`src/hdl/nmea_rmc_field_extractor_assert.svh`:
```
// Assertion macros shared by the sentence extractor modules
`ifndef NMEA_RMC_FIELD_EXTRACTOR_ASSERT_SVH
`define NMEA_RMC_FIELD_EXTRACTOR_ASSERT_SVH

// Same-cycle implication, sampled on clk_i, off during reset
`define NRFE_ASSERT_NOW(lbl, pre, post) \
  lbl: assert property (@(posedge clk_i) disable iff (!rst_ni) (pre) |-> (post)) \
    else $error("check failed");

// Next-cycle implication, sampled on clk_i, off during reset
`define NRFE_ASSERT_NEXT(lbl, pre, post) \
  lbl: assert property (@(posedge clk_i) disable iff (!rst_ni) (pre) |=> (post)) \
    else $error("check failed");

`endif

```
`src/hdl/nrfe_pkg.sv`:
```
// Shared types, constants and the degree conversion for the sentence extractor
package nrfe_pkg;

  // Store sizes
  localparam int DIGIT_MAX  = 8;
  localparam int DATE_MAX   = 6;
  localparam int DIG_CNT_W  = $clog2(DIGIT_MAX + 1);
  localparam int DIG_IDX_W  = $clog2(DIGIT_MAX);
  localparam int DATE_CNT_W = $clog2(DATE_MAX + 1);
  localparam int DATE_IDX_W = $clog2(DATE_MAX);

  // Decoupling queue depth
  localparam int Q_DEPTH = 2;
  localparam int Q_PTR_W = (Q_DEPTH > 1) ? $clog2(Q_DEPTH) : 1;
  localparam int Q_CNT_W = $clog2(Q_DEPTH + 1);

  // Tag register
  localparam int                 TAG_LEN   = 5;
  localparam logic [8*TAG_LEN-1:0] TAG_RESET = 40'h4750524D43;

  // Characters of interest
  localparam logic [7:0] CH_DOLLAR = 8'h24;
  localparam logic [7:0] CH_COMMA  = 8'h2C;
  localparam logic [7:0] CH_DOT    = 8'h2E;
  localparam logic [7:0] CH_ZERO   = 8'h30;
  localparam logic [7:0] CH_NINE   = 8'h39;
  localparam logic [7:0] CH_N      = 8'h4E;
  localparam logic [7:0] CH_S      = 8'h53;
  localparam logic [7:0] CH_E      = 8'h45;
  localparam logic [7:0] CH_W      = 8'h57;

  // Result event codes
  localparam logic [2:0] EV_NONE    = 3'd0;
  localparam logic [2:0] EV_TAG     = 3'd1;
  localparam logic [2:0] EV_UTC     = 3'd2;
  localparam logic [2:0] EV_LAT     = 3'd3;
  localparam logic [2:0] EV_LAT_DIR = 3'd4;
  localparam logic [2:0] EV_LON     = 3'd5;
  localparam logic [2:0] EV_LON_DIR = 3'd6;
  localparam logic [2:0] EV_DATE    = 3'd7;

  // Output packing widths
  localparam int OUT_DATA_W = 144;
  localparam int OUT_USER_W = 4;

  // Parser phase, one-hot
  typedef enum logic [6:0] {
    PH_IDLE    = 7'b0000001,
    PH_UTC     = 7'b0000010,
    PH_LAT     = 7'b0000100,
    PH_LAT_DIR = 7'b0001000,
    PH_LON     = 7'b0010000,
    PH_LON_DIR = 7'b0100000,
    PH_DATE    = 7'b1000000
  } phase_e;

  // Classified byte as queued between front and back
  typedef struct packed {
    logic [7:0] data;
    logic       is_dollar;
    logic       is_comma;
    logic       is_dot;
    logic       is_digit;
    logic       is_ns;
    logic       is_ew;
  } rx_item_t;

  // Whole degrees from two or three leading digits, modulo 256
  function automatic logic [7:0] to_degrees(input logic [7:0] d0, input logic [7:0] d1,
                                            input logic [7:0] d2,
                                            input logic [DIG_CNT_W-1:0] len);
    logic [7:0] a;
    logic [7:0] b;
    logic [7:0] c;
    logic [7:0] v;
    a = d0 - CH_ZERO;
    b = d1 - CH_ZERO;
    c = d2 - CH_ZERO;
    v = '0;
    if (len == DIG_CNT_W'(4)) begin
      v = 8'(a * 8'd10 + b);
    end else if (len == DIG_CNT_W'(5)) begin
      v = 8'(a * 8'd100 + b * 8'd10 + c);
    end
    return v;
  endfunction

endpackage

```
`src/hdl/nrfe_front.sv`:
```
// Front end: classify received bytes and queue them for the parser
`include "nmea_rmc_field_extractor_assert.svh"

module nrfe_front import nrfe_pkg::*; (
  input  logic       clk_i,
  input  logic       rst_ni,
  input  logic       in_valid_i,
  output logic       in_ready_o,
  input  logic [7:0] in_byte_i,
  output logic       item_valid_o,
  input  logic       item_ready_i,
  output rx_item_t   item_o
);

  rx_item_t               cls;
  rx_item_t               queue_q [Q_DEPTH];
  logic [Q_PTR_W-1:0]     wr_ptr_q, wr_ptr_d;
  logic [Q_PTR_W-1:0]     rd_ptr_q, rd_ptr_d;
  logic [Q_CNT_W-1:0]     cnt_q, cnt_d;
  logic                   push, pop;

  // Classify the incoming byte
  always_comb begin
    cls.data      = in_byte_i;
    cls.is_dollar = (in_byte_i == CH_DOLLAR);
    cls.is_comma  = (in_byte_i == CH_COMMA);
    cls.is_dot    = (in_byte_i == CH_DOT);
    cls.is_digit  = (in_byte_i >= CH_ZERO) && (in_byte_i <= CH_NINE);
    cls.is_ns     = (in_byte_i == CH_N) || (in_byte_i == CH_S);
    cls.is_ew     = (in_byte_i == CH_E) || (in_byte_i == CH_W);
  end

  assign in_ready_o   = (cnt_q != Q_CNT_W'(Q_DEPTH));
  assign item_valid_o = (cnt_q != '0);
  assign item_o       = queue_q[rd_ptr_q];
  assign push         = in_valid_i && in_ready_o;
  assign pop          = item_valid_o && item_ready_i;

  // Advance pointers with wrap and track the fill level
  always_comb begin
    wr_ptr_d = wr_ptr_q;
    rd_ptr_d = rd_ptr_q;
    cnt_d    = cnt_q;
    if (push) begin
      wr_ptr_d = (wr_ptr_q == Q_PTR_W'(Q_DEPTH - 1)) ? '0 : wr_ptr_q + Q_PTR_W'(1);
    end
    if (pop) begin
      rd_ptr_d = (rd_ptr_q == Q_PTR_W'(Q_DEPTH - 1)) ? '0 : rd_ptr_q + Q_PTR_W'(1);
    end
    if (push && !pop) begin
      cnt_d = cnt_q + Q_CNT_W'(1);
    end else if (pop && !push) begin
      cnt_d = cnt_q - Q_CNT_W'(1);
    end
  end

  always_ff @(posedge clk_i or negedge rst_ni) begin
    if (!rst_ni) begin
      wr_ptr_q <= '0;
      rd_ptr_q <= '0;
      cnt_q    <= '0;
    end else begin
      wr_ptr_q <= wr_ptr_d;
      rd_ptr_q <= rd_ptr_d;
      cnt_q    <= cnt_d;
    end
  end

  // Store the classified request
  always_ff @(posedge clk_i) begin
    if (push) begin
      queue_q[wr_ptr_q] <= cls;
    end
  end

  `NRFE_ASSERT_NOW(a_q_no_overflow, cnt_q == Q_CNT_W'(Q_DEPTH), !push)
  `NRFE_ASSERT_NEXT(a_q_push_seen, push && !pop, cnt_q != '0)

endmodule

```
`src/hdl/nrfe_back.sv`:
```
// Back end: sentence parser state, field stores and the result register
`include "nmea_rmc_field_extractor_assert.svh"

module nrfe_back import nrfe_pkg::*; (
  input  logic                    clk_i,
  input  logic                    rst_ni,
  input  logic                    cfg_we_i,
  input  logic [8*TAG_LEN-1:0]    cfg_wdata_i,
  input  logic                    item_valid_i,
  output logic                    item_ready_o,
  input  rx_item_t                item_i,
  output logic                    out_valid_o,
  input  logic                    out_ready_i,
  output logic [OUT_DATA_W-1:0]   out_data_o,
  output logic [OUT_USER_W-1:0]   out_user_o
);

  logic [8*TAG_LEN-1:0]   tag_q;
  phase_e                 phase_q, phase_d;
  logic                   tag_active_q, tag_active_d;
  logic [7:0]             tag_chars_q [TAG_LEN];
  logic [7:0]             tag_chars_d [TAG_LEN];
  logic [2:0]             tag_count_q, tag_count_d;
  logic [7:0]             utc_q [6];
  logic [7:0]             utc_d [6];
  logic [2:0]             utc_count_q, utc_count_d;
  logic [7:0]             lat_dig_q [DIGIT_MAX];
  logic [7:0]             lat_dig_d [DIGIT_MAX];
  logic [DIG_CNT_W-1:0]   lat_count_q, lat_count_d;
  logic [7:0]             lon_dig_q [DIGIT_MAX];
  logic [7:0]             lon_dig_d [DIGIT_MAX];
  logic [DIG_CNT_W-1:0]   lon_count_q, lon_count_d;
  logic [7:0]             date_q [DATE_MAX];
  logic [7:0]             date_d [DATE_MAX];
  logic [DATE_CNT_W-1:0]  date_count_q, date_count_d;
  logic                   armed_q, armed_d;
  logic [7:0]             prev_q, prev_d;
  logic [7:0]             lat_deg_q, lat_deg_d;
  logic [DIG_CNT_W-1:0]   lat_len_q, lat_len_d;
  logic [7:0]             lat_hem_q, lat_hem_d;
  logic [7:0]             lon_deg_q, lon_deg_d;
  logic [DIG_CNT_W-1:0]   lon_len_q, lon_len_d;
  logic [7:0]             lon_hem_q, lon_hem_d;
  logic                   status_q, status_d;
  logic [2:0]             event_q, event_d;
  logic                   out_valid_q;
  logic                   fire;
  logic                   tag_ok;
  logic [7:0]             b;

  // Take a request when the result slot is free or being emptied
  assign item_ready_o = !out_valid_q || out_ready_i;
  assign fire         = item_valid_i && item_ready_o;
  assign b            = item_i.data;

  // Compare captured tag with the configured one
  always_comb begin
    tag_ok = 1'b1;
    for (int i = 0; i < TAG_LEN; i++) begin
      if (tag_chars_q[i] != tag_q[8*(TAG_LEN-1-i) +: 8]) begin
        tag_ok = 1'b0;
      end
    end
  end

  // Parse one character
  always_comb begin
    phase_d      = phase_q;
    tag_active_d = tag_active_q;
    tag_chars_d  = tag_chars_q;
    tag_count_d  = tag_count_q;
    utc_d        = utc_q;
    utc_count_d  = utc_count_q;
    lat_dig_d    = lat_dig_q;
    lat_count_d  = lat_count_q;
    lon_dig_d    = lon_dig_q;
    lon_count_d  = lon_count_q;
    date_d       = date_q;
    date_count_d = date_count_q;
    armed_d      = armed_q;
    prev_d       = prev_q;
    lat_deg_d    = lat_deg_q;
    lat_len_d    = lat_len_q;
    lat_hem_d    = lat_hem_q;
    lon_deg_d    = lon_deg_q;
    lon_len_d    = lon_len_q;
    lon_hem_d    = lon_hem_q;
    status_d     = 1'b0;
    event_d      = EV_NONE;

    if (item_i.is_dollar) begin
      tag_active_d = 1'b1;
      tag_count_d  = '0;
    end else if (tag_active_q) begin
      if (tag_count_q < 3'(TAG_LEN)) begin
        tag_chars_d[tag_count_q] = b;
        tag_count_d = tag_count_q + 3'd1;
      end else begin
        tag_active_d = 1'b0;
        tag_count_d  = '0;
        if (!tag_ok) begin
          status_d = 1'b1;
        end else begin
          event_d      = EV_TAG;
          phase_d      = PH_UTC;
          utc_count_d  = '0;
          lat_count_d  = '0;
          lon_count_d  = '0;
          date_count_d = '0;
          armed_d      = 1'b0;
          prev_d       = '0;
        end
      end
    end else begin
      case (phase_q)
        PH_UTC: begin
          if (!item_i.is_comma) begin
            if (utc_count_q < 3'd6) begin
              utc_d[utc_count_q] = b;
              utc_count_d = utc_count_q + 3'd1;
            end else begin
              utc_count_d = '0;
              phase_d     = PH_LAT;
              event_d     = EV_UTC;
            end
          end
        end
        PH_LAT: begin
          if (armed_q) begin
            if (item_i.is_dot && (lat_count_q != '0)) begin
              lat_len_d = lat_count_q;
              lat_deg_d = to_degrees(lat_dig_q[0], lat_dig_q[1], lat_dig_q[2], lat_count_q);
              phase_d   = PH_LAT_DIR;
              event_d   = EV_LAT;
            end else if (item_i.is_digit && (lat_count_q < DIG_CNT_W'(DIGIT_MAX))) begin
              lat_dig_d[lat_count_q[DIG_IDX_W-1:0]] = b;
              lat_count_d = lat_count_q + DIG_CNT_W'(1);
            end
          end else if (item_i.is_comma) begin
            armed_d = 1'b1;
          end
        end
        PH_LAT_DIR: begin
          if (item_i.is_ns) begin
            lat_hem_d = b;
            phase_d   = PH_LON;
            event_d   = EV_LAT_DIR;
          end
        end
        PH_LON: begin
          if (item_i.is_dot) begin
            lon_len_d = lon_count_q;
            lon_deg_d = to_degrees(lon_dig_q[0], lon_dig_q[1], lon_dig_q[2], lon_count_q);
            phase_d   = PH_LON_DIR;
            event_d   = EV_LON;
          end else if (item_i.is_digit && (lon_count_q < DIG_CNT_W'(DIGIT_MAX))) begin
            lon_dig_d[lon_count_q[DIG_IDX_W-1:0]] = b;
            lon_count_d = lon_count_q + DIG_CNT_W'(1);
          end
        end
        PH_LON_DIR: begin
          if (item_i.is_ew) begin
            lon_hem_d = b;
            phase_d   = PH_DATE;
            armed_d   = 1'b0;
            event_d   = EV_LON_DIR;
          end
        end
        PH_DATE: begin
          // Date opens after two adjacent commas and closes at the next comma
          if (item_i.is_comma && (prev_q == CH_COMMA)) begin
            armed_d = 1'b1;
          end else if (armed_q && !item_i.is_comma) begin
            if (date_count_q < DATE_CNT_W'(DATE_MAX)) begin
              date_d[date_count_q[DATE_IDX_W-1:0]] = b;
              date_count_d = date_count_q + DATE_CNT_W'(1);
            end
          end else if (armed_q && item_i.is_comma) begin
            phase_d = PH_IDLE;
            event_d = EV_DATE;
          end
          prev_d = b;
        end
        default: begin
        end
      endcase
    end
  end

  // Control state, result status and stores with a defined reset
  always_ff @(posedge clk_i or negedge rst_ni) begin
    if (!rst_ni) begin
      tag_q        <= TAG_RESET;
      phase_q      <= PH_IDLE;
      tag_active_q <= 1'b0;
      tag_count_q  <= '0;
      utc_count_q  <= '0;
      lat_count_q  <= '0;
      lon_count_q  <= '0;
      date_count_q <= '0;
      armed_q      <= 1'b0;
      prev_q       <= '0;
      lat_deg_q    <= '0;
      lat_len_q    <= '0;
      lat_hem_q    <= '0;
      lon_deg_q    <= '0;
      lon_len_q    <= '0;
      lon_hem_q    <= '0;
      status_q     <= 1'b0;
      event_q      <= EV_NONE;
      out_valid_q  <= 1'b0;
      for (int i = 0; i < 6; i++) begin
        utc_q[i] <= '0;
      end
      for (int i = 0; i < DATE_MAX; i++) begin
        date_q[i] <= '0;
      end
    end else begin
      if (cfg_we_i) begin
        tag_q <= cfg_wdata_i;
      end
      if (fire) begin
        phase_q      <= phase_d;
        tag_active_q <= tag_active_d;
        tag_count_q  <= tag_count_d;
        utc_q        <= utc_d;
        utc_count_q  <= utc_count_d;
        lat_count_q  <= lat_count_d;
        lon_count_q  <= lon_count_d;
        date_q       <= date_d;
        date_count_q <= date_count_d;
        armed_q      <= armed_d;
        prev_q       <= prev_d;
        lat_deg_q    <= lat_deg_d;
        lat_len_q    <= lat_len_d;
        lat_hem_q    <= lat_hem_d;
        lon_deg_q    <= lon_deg_d;
        lon_len_q    <= lon_len_d;
        lon_hem_q    <= lon_hem_d;
        status_q     <= status_d;
        event_q      <= event_d;
      end
      if (fire) begin
        out_valid_q <= 1'b1;
      end else if (out_ready_i) begin
        out_valid_q <= 1'b0;
      end
    end
  end

  // Stores that are only read after being written
  always_ff @(posedge clk_i) begin
    if (fire) begin
      tag_chars_q <= tag_chars_d;
      lat_dig_q   <= lat_dig_d;
      lon_dig_q   <= lon_dig_d;
    end
  end

  // Field registers hold the last request's result until the next one is taken
  assign out_valid_o = out_valid_q;
  assign out_user_o  = {event_q, status_q};
  assign out_data_o  = {5'b0,
                        3'(date_count_q),
                        date_q[0], date_q[1], date_q[2], date_q[3], date_q[4], date_q[5],
                        lon_hem_q, 4'(lon_len_q), lon_deg_q,
                        lat_hem_q, 4'(lat_len_q), lat_deg_q,
                        utc_q[0], utc_q[1], utc_q[2], utc_q[3], utc_q[4], utc_q[5]};

  `NRFE_ASSERT_NOW(a_status_no_event, out_valid_q && status_q, event_q == EV_NONE)
  `NRFE_ASSERT_NEXT(a_fire_gives_result, fire, out_valid_q)
  `NRFE_ASSERT_NEXT(a_date_ends_sentence, fire && (event_d == EV_DATE), phase_q == PH_IDLE)
  `NRFE_ASSERT_NOW(a_tag_count_bound, tag_active_q, tag_count_q <= 3'(TAG_LEN))

endmodule

```
`src/hdl/nmea_rmc_field_extractor.sv`:
```
// Top level of the NMEA RMC sentence field extractor
//
// Usage:
//  - s_axis carries one received character per request in tdata[7:0].
//  - m_axis returns one result per character: tuser holds the status bit
//    and the event code, tdata the captured and converted sentence fields.
//  - cfg_we_i writes the five-character sentence tag (first character in
//    the top byte); write it only while no character is in flight.
//  - Throughput: one character per cycle while m_axis_tready is high. The parser
//    updates all its state when it takes a character; a two-entry queue
//    between the classifier and the parser absorbs a stalled output.
//  - Path: an accepted character is first written to the queue; its result
//    is registered in the result register once the parser takes it.
//  - Reset: the tag returns to GPRMC, the parser goes idle and all counts,
//    degrees, hemisphere letters, UTC and date characters read zero.
//  - Stall: while m_axis_tready is low the result holds; up to two more
//    characters are accepted before s_axis_tready drops.
module nmea_rmc_field_extractor import nrfe_pkg::*; (
  input  logic                  clk_i,
  input  logic                  rst_ni,
  // Configuration write
  input  logic                  cfg_we_i,
  input  logic [8*TAG_LEN-1:0]  cfg_wdata_i,
  // Character input
  input  logic                  s_axis_tvalid,
  output logic                  s_axis_tready,
  input  logic [7:0]            s_axis_tdata,   // [7:0] rx_byte
  // Result output
  output logic                  m_axis_tvalid,
  input  logic                  m_axis_tready,
  // [47:0] utc_text, [55:48] lat_degrees, [59:56] lat_digit_count,
  // [67:60] lat_hemisphere, [75:68] lon_degrees, [79:76] lon_digit_count,
  // [87:80] lon_hemisphere, [135:88] date_text, [138:136] date_char_count
  output logic [OUT_DATA_W-1:0] m_axis_tdata,
  // [0] status, [3:1] event_res
  output logic [OUT_USER_W-1:0] m_axis_tuser
);

  logic     item_valid;
  logic     item_ready;
  rx_item_t item;

  nrfe_front u_front (
    .clk_i        (clk_i),
    .rst_ni       (rst_ni),
    .in_valid_i   (s_axis_tvalid),
    .in_ready_o   (s_axis_tready),
    .in_byte_i    (s_axis_tdata),
    .item_valid_o (item_valid),
    .item_ready_i (item_ready),
    .item_o       (item)
  );

  nrfe_back u_back (
    .clk_i        (clk_i),
    .rst_ni       (rst_ni),
    .cfg_we_i     (cfg_we_i),
    .cfg_wdata_i  (cfg_wdata_i),
    .item_valid_i (item_valid),
    .item_ready_o (item_ready),
    .item_i       (item),
    .out_valid_o  (m_axis_tvalid),
    .out_ready_i  (m_axis_tready),
    .out_data_o   (m_axis_tdata),
    .out_user_o   (m_axis_tuser)
  );

endmodule
```
`config.mk`:
```
export PLATFORM = sky130hd
export DESIGN_NAME = nmea_rmc_field_extractor
export DESIGN_NICKNAME = d
export VERILOG_FILES = /design/src/hdl/nrfe_pkg.sv /design/src/hdl/nrfe_front.sv /design/src/hdl/nrfe_back.sv /design/src/hdl/nmea_rmc_field_extractor.sv
export VERILOG_INCLUDE_DIRS = /design/src /design/src/hdl
export SDC_FILE = /design/constraint.sdc
export NUM_CORES = 1
export LEC_CHECK = 0
export BUFFER_PORTS_ARGS = -buffer_cell sky130_fd_sc_hd__buf_2
export CAP_MARGIN = 20
export CORE_ASPECT_RATIO = 0.7
export CORE_MARGIN = 2
export CORE_UTILIZATION = 49
export DETAILED_ROUTE_END_ITERATION = 10
export PLACE_DENSITY = 0.67
export SLEW_MARGIN = 20
export SYNTH_ARGS = -nofsm -noshare
export SYNTH_HDL_FRONTEND = slang
export SYNTH_SLANG_ARGS = --single-unit
```
`constraint.sdc`:
```
create_clock -name clk_i -period 6.4 [get_ports clk_i]
set_input_delay 0.32 -clock clk_i [delete_from_list [all_inputs] [get_ports clk_i]]
set_output_delay 0.32 -clock clk_i [all_outputs]
set_load 0.02 [all_outputs]
```
* Word-level counts from Yosys, hierarchy flattened
Memories as Yosys holds them, arrays and structs flattened.
Index checks and enable logic that the tools add are counted.
Widths: inputs -> output; s select.
** Storage, ports and cells
- Register bits :: 387
- Memory bits (writable) :: 28
- Memories :: 1
** Memory list
- u_front.queue_q :: depth 2, width 14, rd ports 1, clocked after Yosys merged registers in 0, write ports 1, line nrfe_front.sv:16 : rx_item_t queue_q [Q_DEPTH];
** Operators by class
- Add/subtract/negate cells :: 21
- Multiply operators :: 6
- $lt $le $gt $ge :: 17
- Equal/unequal tests :: 41
- Mux-type cells :: 105
- Bitwise gates (word level) :: 11
- Reductions and logical operators :: 56
** Operators by type and width (number)
- $bwmux 64 :: 2
- $demux 8 s3 :: 5
- $mux 8 :: 13
- $bwmux 48 :: 2
- $mux 7 :: 13
- $mux 3 :: 25
- $add 8x8->8 :: 6
- $sub 8x6->8 const B :: 6
- $mux 4 :: 11
- $pmux 7 s6 :: 1
- $bwmux 40 :: 1
- $ne 8x8->1 :: 5
- $eq 8x6->1 const B :: 4
- $eq 8x7->1 const B :: 4
- $mul 8x3->7 const B :: 4
- $reduce_and 7->1 :: 4
- $mux 1 :: 26
- $reduce_bool 2->1 :: 13
- $reduce_and 6->1 :: 4
- $ge 4x4->1 const B :: 5
- $lt 4x1->1 const B :: 5
- $not 3->4 :: 5
- $reduce_and 5->1 :: 4
- $pmux 3 s6 :: 1
- 34 further kinds :: 88

* Depth between registers and ports, before layout
Gate-level depths: netlist of the first run.
- Depth after elaboration :: 10
- Gate-level depth with buffers :: 14
- Depth with buffers taken out :: 14

* Modules after synthesis
Synthesis of the first run repeated with hierarchy kept, for this count alone.
** Unflattened totals
- Cell total of the unflattened synthesis :: 1192
- Area, all modules :: 16025.4 µm²
** Modules (own cells, without submodules)
- nrfe_back :: instances 1, cells each 1114, area each 14631.5 µm², seq. area each 7983.9 µm²
- nrfe_front :: instances 1, cells each 78, area each 1393.8 µm², seq. area each 940.9 µm²

* Least setup slack after synthesis of the first run
No wires, ideal clock.
- Kind :: register to register
- Start point :: register u_back.lat_dig_q[49] (netlist bit)
- End point :: register u_back.lat_deg_q[7]
- Setup time :: 0.132 ns
- Arrival time :: 3.731 ns
- Data required time :: 6.268 ns
- Setup slack :: 2.538 ns
- Cell stages (with the launch flop) :: 15
- Path buffers :: 0
- Period minus slack after synthesis :: 3.862 ns
- Path through :: edfxtp_1 > ha_1 > ha_1 > inv_1 > fa_1 > fa_1 > inv_1 > ha_1 > ha_1 > a21o_1 > a21oi_1 > xnor2_1 > xnor3_1 > a221oi_1 > a21oi_1
** On the way
- Longest elaborated chain between the ends :: 6
- Elaborated cells between the ends (all ways) :: 7
** RTL lines
- from (decl) :: line nrfe_back.sv:27 : logic [7:0] lat_dig_q [DIGIT_MAX];
- from (signal assigned) :: line nrfe_back.sv:255 : lat_dig_q <= lat_dig_d;
- $sub 8x6->8 (*) :: line nrfe_pkg.sv:77 : b = d1 - CH_ZERO;
- $mul 8x3->7 :: line nrfe_pkg.sv:83 : v = 8'(a * 8'd100 + b * 8'd10 + c);
- $add 8x8->8 (2 in series) :: line nrfe_pkg.sv:83
- $mux 8 :: line nrfe_pkg.sv:82 : end else if (len == DIG_CNT_W'(5)) begin
- $mux 8 (*) :: line nrfe_pkg.sv:80 : if (len == DIG_CNT_W'(4)) begin
- to (signal assigned) :: line nrfe_back.sv:234 : lat_deg_q <= lat_deg_d;
- to (decl) :: line nrfe_back.sv:38 : logic [7:0] lat_deg_q, lat_deg_d;
Every way passes the cells marked *; elsewhere a longest branch is shown, timed or not.
A chain may end at the register's enable or synchronous reset.

* Worst setup path in the final report of the first run
Ends and elaborated chain as after synthesis.

==> results of run 1 <==
==> cell type report <==
class,instances,share of cell area
flip-flops and latches,333,0.485
repair buffers,217,0.0625
clock inverters,5,0.00415
multi-input cells,842,0.348
well taps,420,0.0286
clock buffers,57,0.0587
inverters,66,0.0135
==> sequential cells by signal, summed over array words and instances (netlist names), 2 cells and up <==
signal / flops
u_front.cnt_q: 2
u_back.lon_dig_q: 23
u_back.tag_count_q: 3
u_back.out_data_o: 96
u_back.date_count_q: 3
u_back.lon_hem_q: 8
u_back.phase_q: 7
u_back.lat_hem_q: 8
u_back.lat_count_q: 4
u_back.lat_dig_q: 23
u_back.lon_deg_q: 8
u_back.tag_chars_q: 40
u_back.tag_q: 40
u_front.queue_q: 28
u_back.lat_len_q: 4
u_back.lat_deg_q: 8
u_back.utc_count_q: 3
u_back.prev_q: 8
u_back.lon_len_q: 4
u_back.lon_count_q: 4
u_back.event_q: 3
==> worst max-delay path, cell delays in order (launching register included) <==
cell and delay [ps]:
edfxtp_1 440, ha_1 330, ha_1 210, inv_1 70, fa_1 430, fa_1 550
inv_1 40, ha_1 280, ha_1 340, a21o_1 170, a21oi_1 160, xnor2_1 140
xnor3_1 410, a221oi_1 290, a21oi_1 70
==> per-layer routing <==
layer,up-vias,share of wire,global-route usage
met3,52,0.060,0.0500
li1,5013,-,-
met2,274,0.44,0.346
met1,5324,0.48,0.354
met5,-,0.00034,0
met4,2,0.017,0.0534
==> final timing paths <==
kind,endpoint,cells after the start,start,slack (ps)
setup / recovery,u_back.lat_deg_q[7],14,u_back.lat_dig_q[49],2300
hold / removal,u_back.tag_q[28],2,cfg_wdata_i[28],20
setup reg to reg,u_back.lat_deg_q[7],14,u_back.lat_dig_q[49],2300
hold reg to reg,u_back.out_data_o[133],2,u_back.out_data_o[133],480
max in group asynchronous,u_back.out_data_o[106],3,rst_ni,4600
min in group asynchronous,u_back.out_data_o[35],2,rst_ni,450
==> cell families after synthesis <==
group           synth area share
flops                      0.565
simple gates               0.101
compound gates            0.0999
buf+inv                   0.0321
fa+ha+maj                 0.0877
xor+xnor                  0.0590
mux                       0.0560
other cells             0.000237
==> cells in the final DEF (no fill, tap or decap), types with 6 or more instances in the layout <==
| cell | Yosys | layout |
|---|---|---|
| nand2b_1 | 9 | 9 |
| nand3_1 | 11 | 11 |
| edfxtp_1 | 114 | 114 |
| mux2i_1 | 15 | 15 |
| inv_1 | 65 | 65 |
| xnor2_1 | 31 | 31 |
| fa_1 | 18 | 18 |
| nor4_1 | 26 | 26 |
| nand4_1 | 12 | 12 |
| nand2_1 | 109 | 109 |
| buf_4 | 6 | 18 |
| o2bb2ai_1 | 13 | 13 |
| a21o_1 | 10 | 10 |
| buf_2 | 5 | 196 |
| nor2_1 | 71 | 70 |
| xor2_1 | 60 | 60 |
| o21ai_0 | 92 | 92 |
| o21ai_1 | 10 | 10 |
| clkbuf_16 | 0 | 36 |
| xnor3_1 | 6 | 6 |
| dfrtp_1 | 202 | 202 |
| ha_1 | 82 | 82 |
| mux2_2 | 64 | 64 |
| clkbuf_8 | 0 | 10 |
| a22oi_1 | 16 | 16 |
| clkbuf_1 | 35 | 11 |
| and3_1 | 6 | 6 |
| dfstp_2 | 17 | 17 |
| or3_1 | 7 | 7 |
| a21oi_1 | 68 | 68 |
| nor3_1 | 9 | 9 |
==> through the flow <==
stage | area (µm²) | hold WS (ps) | util
2_1_floorplan | 15800 | 24.4 | -
3_3_place_gp | 17200 | 429 | 0.547
3_5_place_dp | 17200 | 433 | 0.547
4_1_cts | 18400 | 0.0784 | 0.584
5_1_grt | 18400 | 5.09 | 0.585
6_report | 18400 | 20.0 | 0.585
==> where the power goes <==
part	switching [µW]	internal, µW
Sequential	150	2490
Combinational	783	306
Clock	829	1200
Total	1760	3990
==> what timing repair did <==
action | CTS | global route
gates resized for setup | 0 | 0
endpoints found under the hold margin | 91 | 0
hold buffers | 2 | 0
==> flow_summary.rst, run 1 <==
.. list-table::
   :header-rows: 1

   * - Metric
     - Value
   * - Number of antenna diodes
     - 0
   * - Clock-pin transition on the worst setup and hold timing paths
     - 60 ps
   * - Final clock skew
     - 24.3 ps
   * - Kind of launch point of the worst setup path
     - flip-flop
   * - Area growth from synthesis to final layout
     - 16.4%
   * - Setup fix buffers added after clock tree synthesis
     - 0
   * - Overall routed net length
     - 38.6 mm
   * - Final worst path period share
     - 0.640
   * - Total area of sequential cells
     - 8920 µm²
   * - Mean Syn Cell Area
     - 12.2 µm²
   * - Commonest cells post-synth
     - dfrtp_1 (202), edfxtp_1 (114), nand2_1 (109)
   * - Largest net degree at the start of global routing
     - 106
   * - Largest area contributor in the synthesized netlist
     - dfrtp_1
   * - DRC marker count from the first detailed-route iteration
     - 752
   * - Maximum net fanout on the critical path
     - 3
   * - Boundary Pins
     - 203
   * - DRC Markers
     - 0
   * - Combined area of the multi-input logic cells
     - 6400 µm²
   * - Via count
     - 10700
   * - Min Clock Period, post-route
     - 4100 ps
   * - HPWL after detailed placement
     - 27.3 mm
   * - Transition time of the tightest slew-check pin
     - 1090 ps
   * - Final worst slack
     - 2300 ps
   * - Summed negative setup slack over all endpoints
     - 0 ps
   * - Post-Layout Cell Count
     - 1940
   * - Most frequently used cell type in the post-synthesis netlist
     - dfrtp_1
   * - Vias/cell
     - 5.50
   * - Total clock buffers created by CTS
     - 34
   * - Initial cell density of the core
     - 0.502
   * - Antenna violations before repair
     - 1
   * - Layout cells sized above 1
     - 0.243
   * - Overflow left after global routing
     - 0
   * - Core area
     - 31500 µm²
   * - Pins over their slew limit
     - 0
   * - Share of the synthesized area in the top cell type
     - 0.320
   * - Wire length of the first global-routing pass
     - 60.9 mm
   * - Netlist cell types
     - 72
   * - Part of the Yosys area used for sequential elements
     - 0.565
   * - Tot GR Track Use
     - 0.234
   * - Final Hold Violating Endpoints
     - 0
   * - First drt pass iteration count
     - 5
   * - DR WL/cell
     - 19.9 µm
   * - Final nets
     - 1647
   * - Status
     - complete, no violations
   * - Full die area
     - 33700 µm²
   * - Height of the die
     - 154 µm
   * - Count of flip-flops with a built-in enable after synthesis
     - 114
   * - Maximum vdd drop
     - 0.228 mV
   * - Number of buffers inserted by port buffering
     - 197
   * - Clock latency reported for the late side of the worst-skew pair
     - 530 ps
   * - # setup viols final
     - 0
   * - H-tree levels
     - 2
   * - Largest cells by area after synthesis
     - dfrtp_1 (32%), edfxtp_1 (22%), ha_1 (6.5%)
   * - CP Class
     - flip-flop to flip-flop
   * - Class of the tightest hold or removal check
     - input port to flip-flop
   * - CTS sink count
     - 333
   * - Post-route antenna net violation count
     - 0
   * - Number of buffers on the longest clock path
     - 3
   * - FF+latch count, synth
     - 333
   * - Combined area of all synthesized cells
     - 15800 µm²
   * - Main synth FF type
     - dfrtp_1
   * - Die outline width
     - 219 µm
   * - Root buf cell
     - clkbuf_16
   * - Worst rel slew slack
     - 0.270
   * - Fill cell total of the finished layout
     - 2631
   * - Synth Warn #
     - 0
   * - Static power due to leakage
     - 0.00849 µW
   * - Vias in the first global route
     - 10600
   * - Proportion of synthesized flip-flops having asynchronous set or reset
     - 0.658
   * - Rows
     - 54
   * - Worst path required time
     - 6770 ps
   * - Final Wtd Congestion
     - 0.892
   * - Clock tree from TritonCTS
     - built
   * - Critical path data arrival time
     - 4460 ps
   * - Inst Count DP
     - 1876
   * - Count of maximum capacitance violations
     - 0
   * - CP Capture Type
     - flip-flop
   * - Unrepaired setup endpoints after global routing
     - false
   * - Worst setup timing slack at the placement stage
     - 2330 ps
   * - Post-Syn Instances
     - 1292
   * - Max Clk Rate
     - 0.244 GHz
   * - PnR Total Power
     - 5750 µW
   * - Power density normalized to cell area
     - 313 nW/µm²
No activity file was read; power rests on OpenSTA's default activity.
==> inputs of run 2 (changes only) <==
--- a/config.mk
+++ b/config.mk
@@ -12,7 +12,7 @@
 export CORE_MARGIN = 2
 export CORE_UTILIZATION = 49
 export DETAILED_ROUTE_END_ITERATION = 10
-export PLACE_DENSITY = 0.67
+export PLACE_DENSITY = 0.7
 export SLEW_MARGIN = 20
 export SYNTH_ARGS = -nofsm -noshare
 export SYNTH_HDL_FRONTEND = slang
==> constraint.sdc (replaced) <==
create_clock -name clk_i -period 3.65 [get_ports clk_i]
set_input_delay 0.1825 -clock clk_i [delete_from_list [all_inputs] [get_ports clk_i]]
set_output_delay 0.1825 -clock clk_i [all_outputs]
set_load 0.02 [all_outputs]
==> flow_summary.rst, run 2 (synthesis gave the netlist of run 1 again) <==
.. list-table::
   :header-rows: 1

   * - Metric
     - Value
   * - Status
     - finished, violations left
   * - Violated checks
     - setup timing
   * - Worst hold margin
     - 77.8 ps
   * - RR Startpoint
     - u_back.lon_dig_q[49]
   * - Initial cell density of the core
     - 0.502
   * - Number of buffers on the longest clock path
     - 3
   * - Pins over their slew limit
     - 0
   * - Worst setup timing slack at the placement stage
     - -28.8 ps
   * - Number of antenna diodes
     - 0
   * - Worst path required time
     - 4030 ps
   * - Final Wtd Congestion
     - 0.892
   * - DRC Markers
     - 0
   * - Class of the tightest hold or removal check
     - input port to flip-flop
   * - Count of maximum capacitance violations
     - 0
   * - Vias/cell
     - 5.47
   * - Crit. Startpoint
     - u_back.lon_dig_q[49]
   * - Transition time of the tightest slew-check pin
     - 928 ps
   * - Worst rel slew slack
     - 0.381
   * - Final nets
     - 1723
   * - Maximum vdd drop
     - 0.382 mV
   * - HPWL after detailed placement
     - 27.1 mm
   * - First drt pass iteration count
     - 5
   * - Final worst slack
     - -32.3 ps
   * - Tot GR Track Use
     - 0.236
   * - Unrepaired setup endpoints after global routing
     - true
   * - Most common cell after layout, fill and taps aside
     - dfrtp_1
   * - Clock latency reported for the late side of the worst-skew pair
     - 530 ps
   * - Clock-pin transition on the worst setup and hold timing paths
     - 60 ps
   * - Critical path data arrival time
     - 4060 ps
   * - Wire length of the first global-routing pass
     - 62.2 mm
   * - Boundary Pins
     - 203
   * - CP Class
     - flip-flop to flip-flop
   * - Min Clock Period, post-route
     - 3680 ps
   * - Rows
     - 54
   * - Vias in the first global route
     - 11000
   * - Inst Count DP
     - 1899
   * - Largest net degree at the start of global routing
     - 121
   * - Via count
     - 11000
   * - Antenna violations before repair
     - 1
   * - CP Capture Type
     - flip-flop
   * - Height of the die
     - 154 µm
   * - Overall routed net length
     - 39.2 mm
   * - Number of buffers inserted by port buffering
     - 197
   * - H-tree levels
     - 2
   * - # setup viols final
     - 1
   * - DRC marker count from the first detailed-route iteration
     - 824
   * - Power density normalized to cell area
     - 528 nW/µm²
   * - Final worst path period share
     - 1.01
   * - Post-Layout Cell Count
     - 2015
   * - Layout cells sized above 1
     - 0.261
   * - Final clock skew
     - 23.0 ps
   * - Full die area
     - 33700 µm²
   * - Max Clk Rate
     - 0.272 GHz
   * - Overflow left after global routing
     - 0
   * - Root buf cell
     - clkbuf_16
   * - Start point of the worst min-delay path
     - m_axis_tready
   * - Kind of launch point of the worst setup path
     - flip-flop
   * - Area growth from synthesis to final layout
     - 21.6%
   * - Total clock buffers created by CTS
     - 35
   * - Final Hold Violating Endpoints
     - 0
   * - CTS sink count
     - 333
   * - DR WL/cell
     - 19.5 µm
   * - Core area
     - 31500 µm²
   * - Die outline width
     - 219 µm
   * - Most frequent cells in the layout
     - dfrtp_1 (202), buf_2 (196), edfxtp_1 (114), nand2_1 (109), o21ai_0 (92)
   * - Clock tree from TritonCTS
     - built
   * - Maximum net fanout on the critical path
     - 3
   * - Post-route antenna net violation count
     - 0
   * - Number of flip-flops in the largest register
     - 96
   * - Static power due to leakage
     - 0.00883 µW
## run 2: changes by cell type in the layout (fill, tap and decap cells not counted), moves of 4 or more
| cell | before | now |
|---|---|---|
| inv_1 | 65 | 61 |
| buf_4 | 18 | 43 |
| ha_4 | 0 | 9 |
| inv_2 | 0 | 4 |
| ha_1 | 82 | 71 |
| clkbuf_8 | 10 | 6 |
| dlygate4sd3_1 | 2 | 50 |
## run 2: final timing paths
kind,endpoint,slack (ps),depth (start not counted)
max,u_back.lon_deg_q[7],-30,14
min,u_back.out_valid_o,80,3
max reg2reg,u_back.lon_deg_q[7],-30,14
min reg2reg,u_back.out_data_o[90],480,2
max in group asynchronous,u_back.tag_q[10],2380,3
min in group asynchronous,u_back.out_data_o[18],350,2
## run 2: timing repair
action / 4_1_cts / 5_1_grt
setup endpoints to repair: 2 / 2
hold endpoints to repair: 164 / 0
resized for setup: 5 / 7
hold buffers: 50 / 0
setup buffers: 2 / 2
pin swaps: 5 / 1
## run 2: cell type report
type | count | area, µm²
repair buffers | 292 | 1860
fillers | 2524 | 12300
multi-input cells | 842 | 6540
clock buffers | 51 | 996
well taps | 420 | 526
flip-flops and latches | 333 | 8920
inverters | 66 | 248
clock inverters | 11 | 141
## run 2: report_power, final
group          total [µW]  switching [µW]  internal, µW
clock network        3530            1470          2060
logic                2030            1430           601
registers            4590             232          4360
## run 2: per-layer routing
metal / global-route usage / share of wire / up-vias
li1: - / - / 5168
met1: 0.346 / 0.46 / 5455
met2: 0.360 / 0.45 / 354
met3: 0.0466 / 0.063 / 55
met4: 0.0663 / 0.022 / 0
met5: 0 / 0 / -
## run 2: worst max-delay path, stage by stage (launching register included)
cell and delay, ps:
edfxtp_1 400, ha_1 330, ha_2 200, inv_2 40, fa_1 480, fa_1 560, inv_2 50, ha_4 240
ha_4 250, a21o_1 160, a21oi_2 140, xnor2_1 160, xnor3_1 260, a221oi_2 220, a21oi_1 60
## run 2: metrics by stage
| step | util | area, µm² | TNS (ps) | power [µW] |
|---|---|---|---|---|
| finish | 0.611 | 19200 | -32.3 | 10100 |
| CTS | 0.609 | 19200 | -17.3 | 10200 |
| global placement | 0.555 | 17500 | 0 | 6600 |
| global route | 0.611 | 19200 | -316 | 10600 |
| floorplan | - | 15900 | 0 | 5750 |
| detailed placement | 0.555 | 17500 | -28.8 | 6630 |
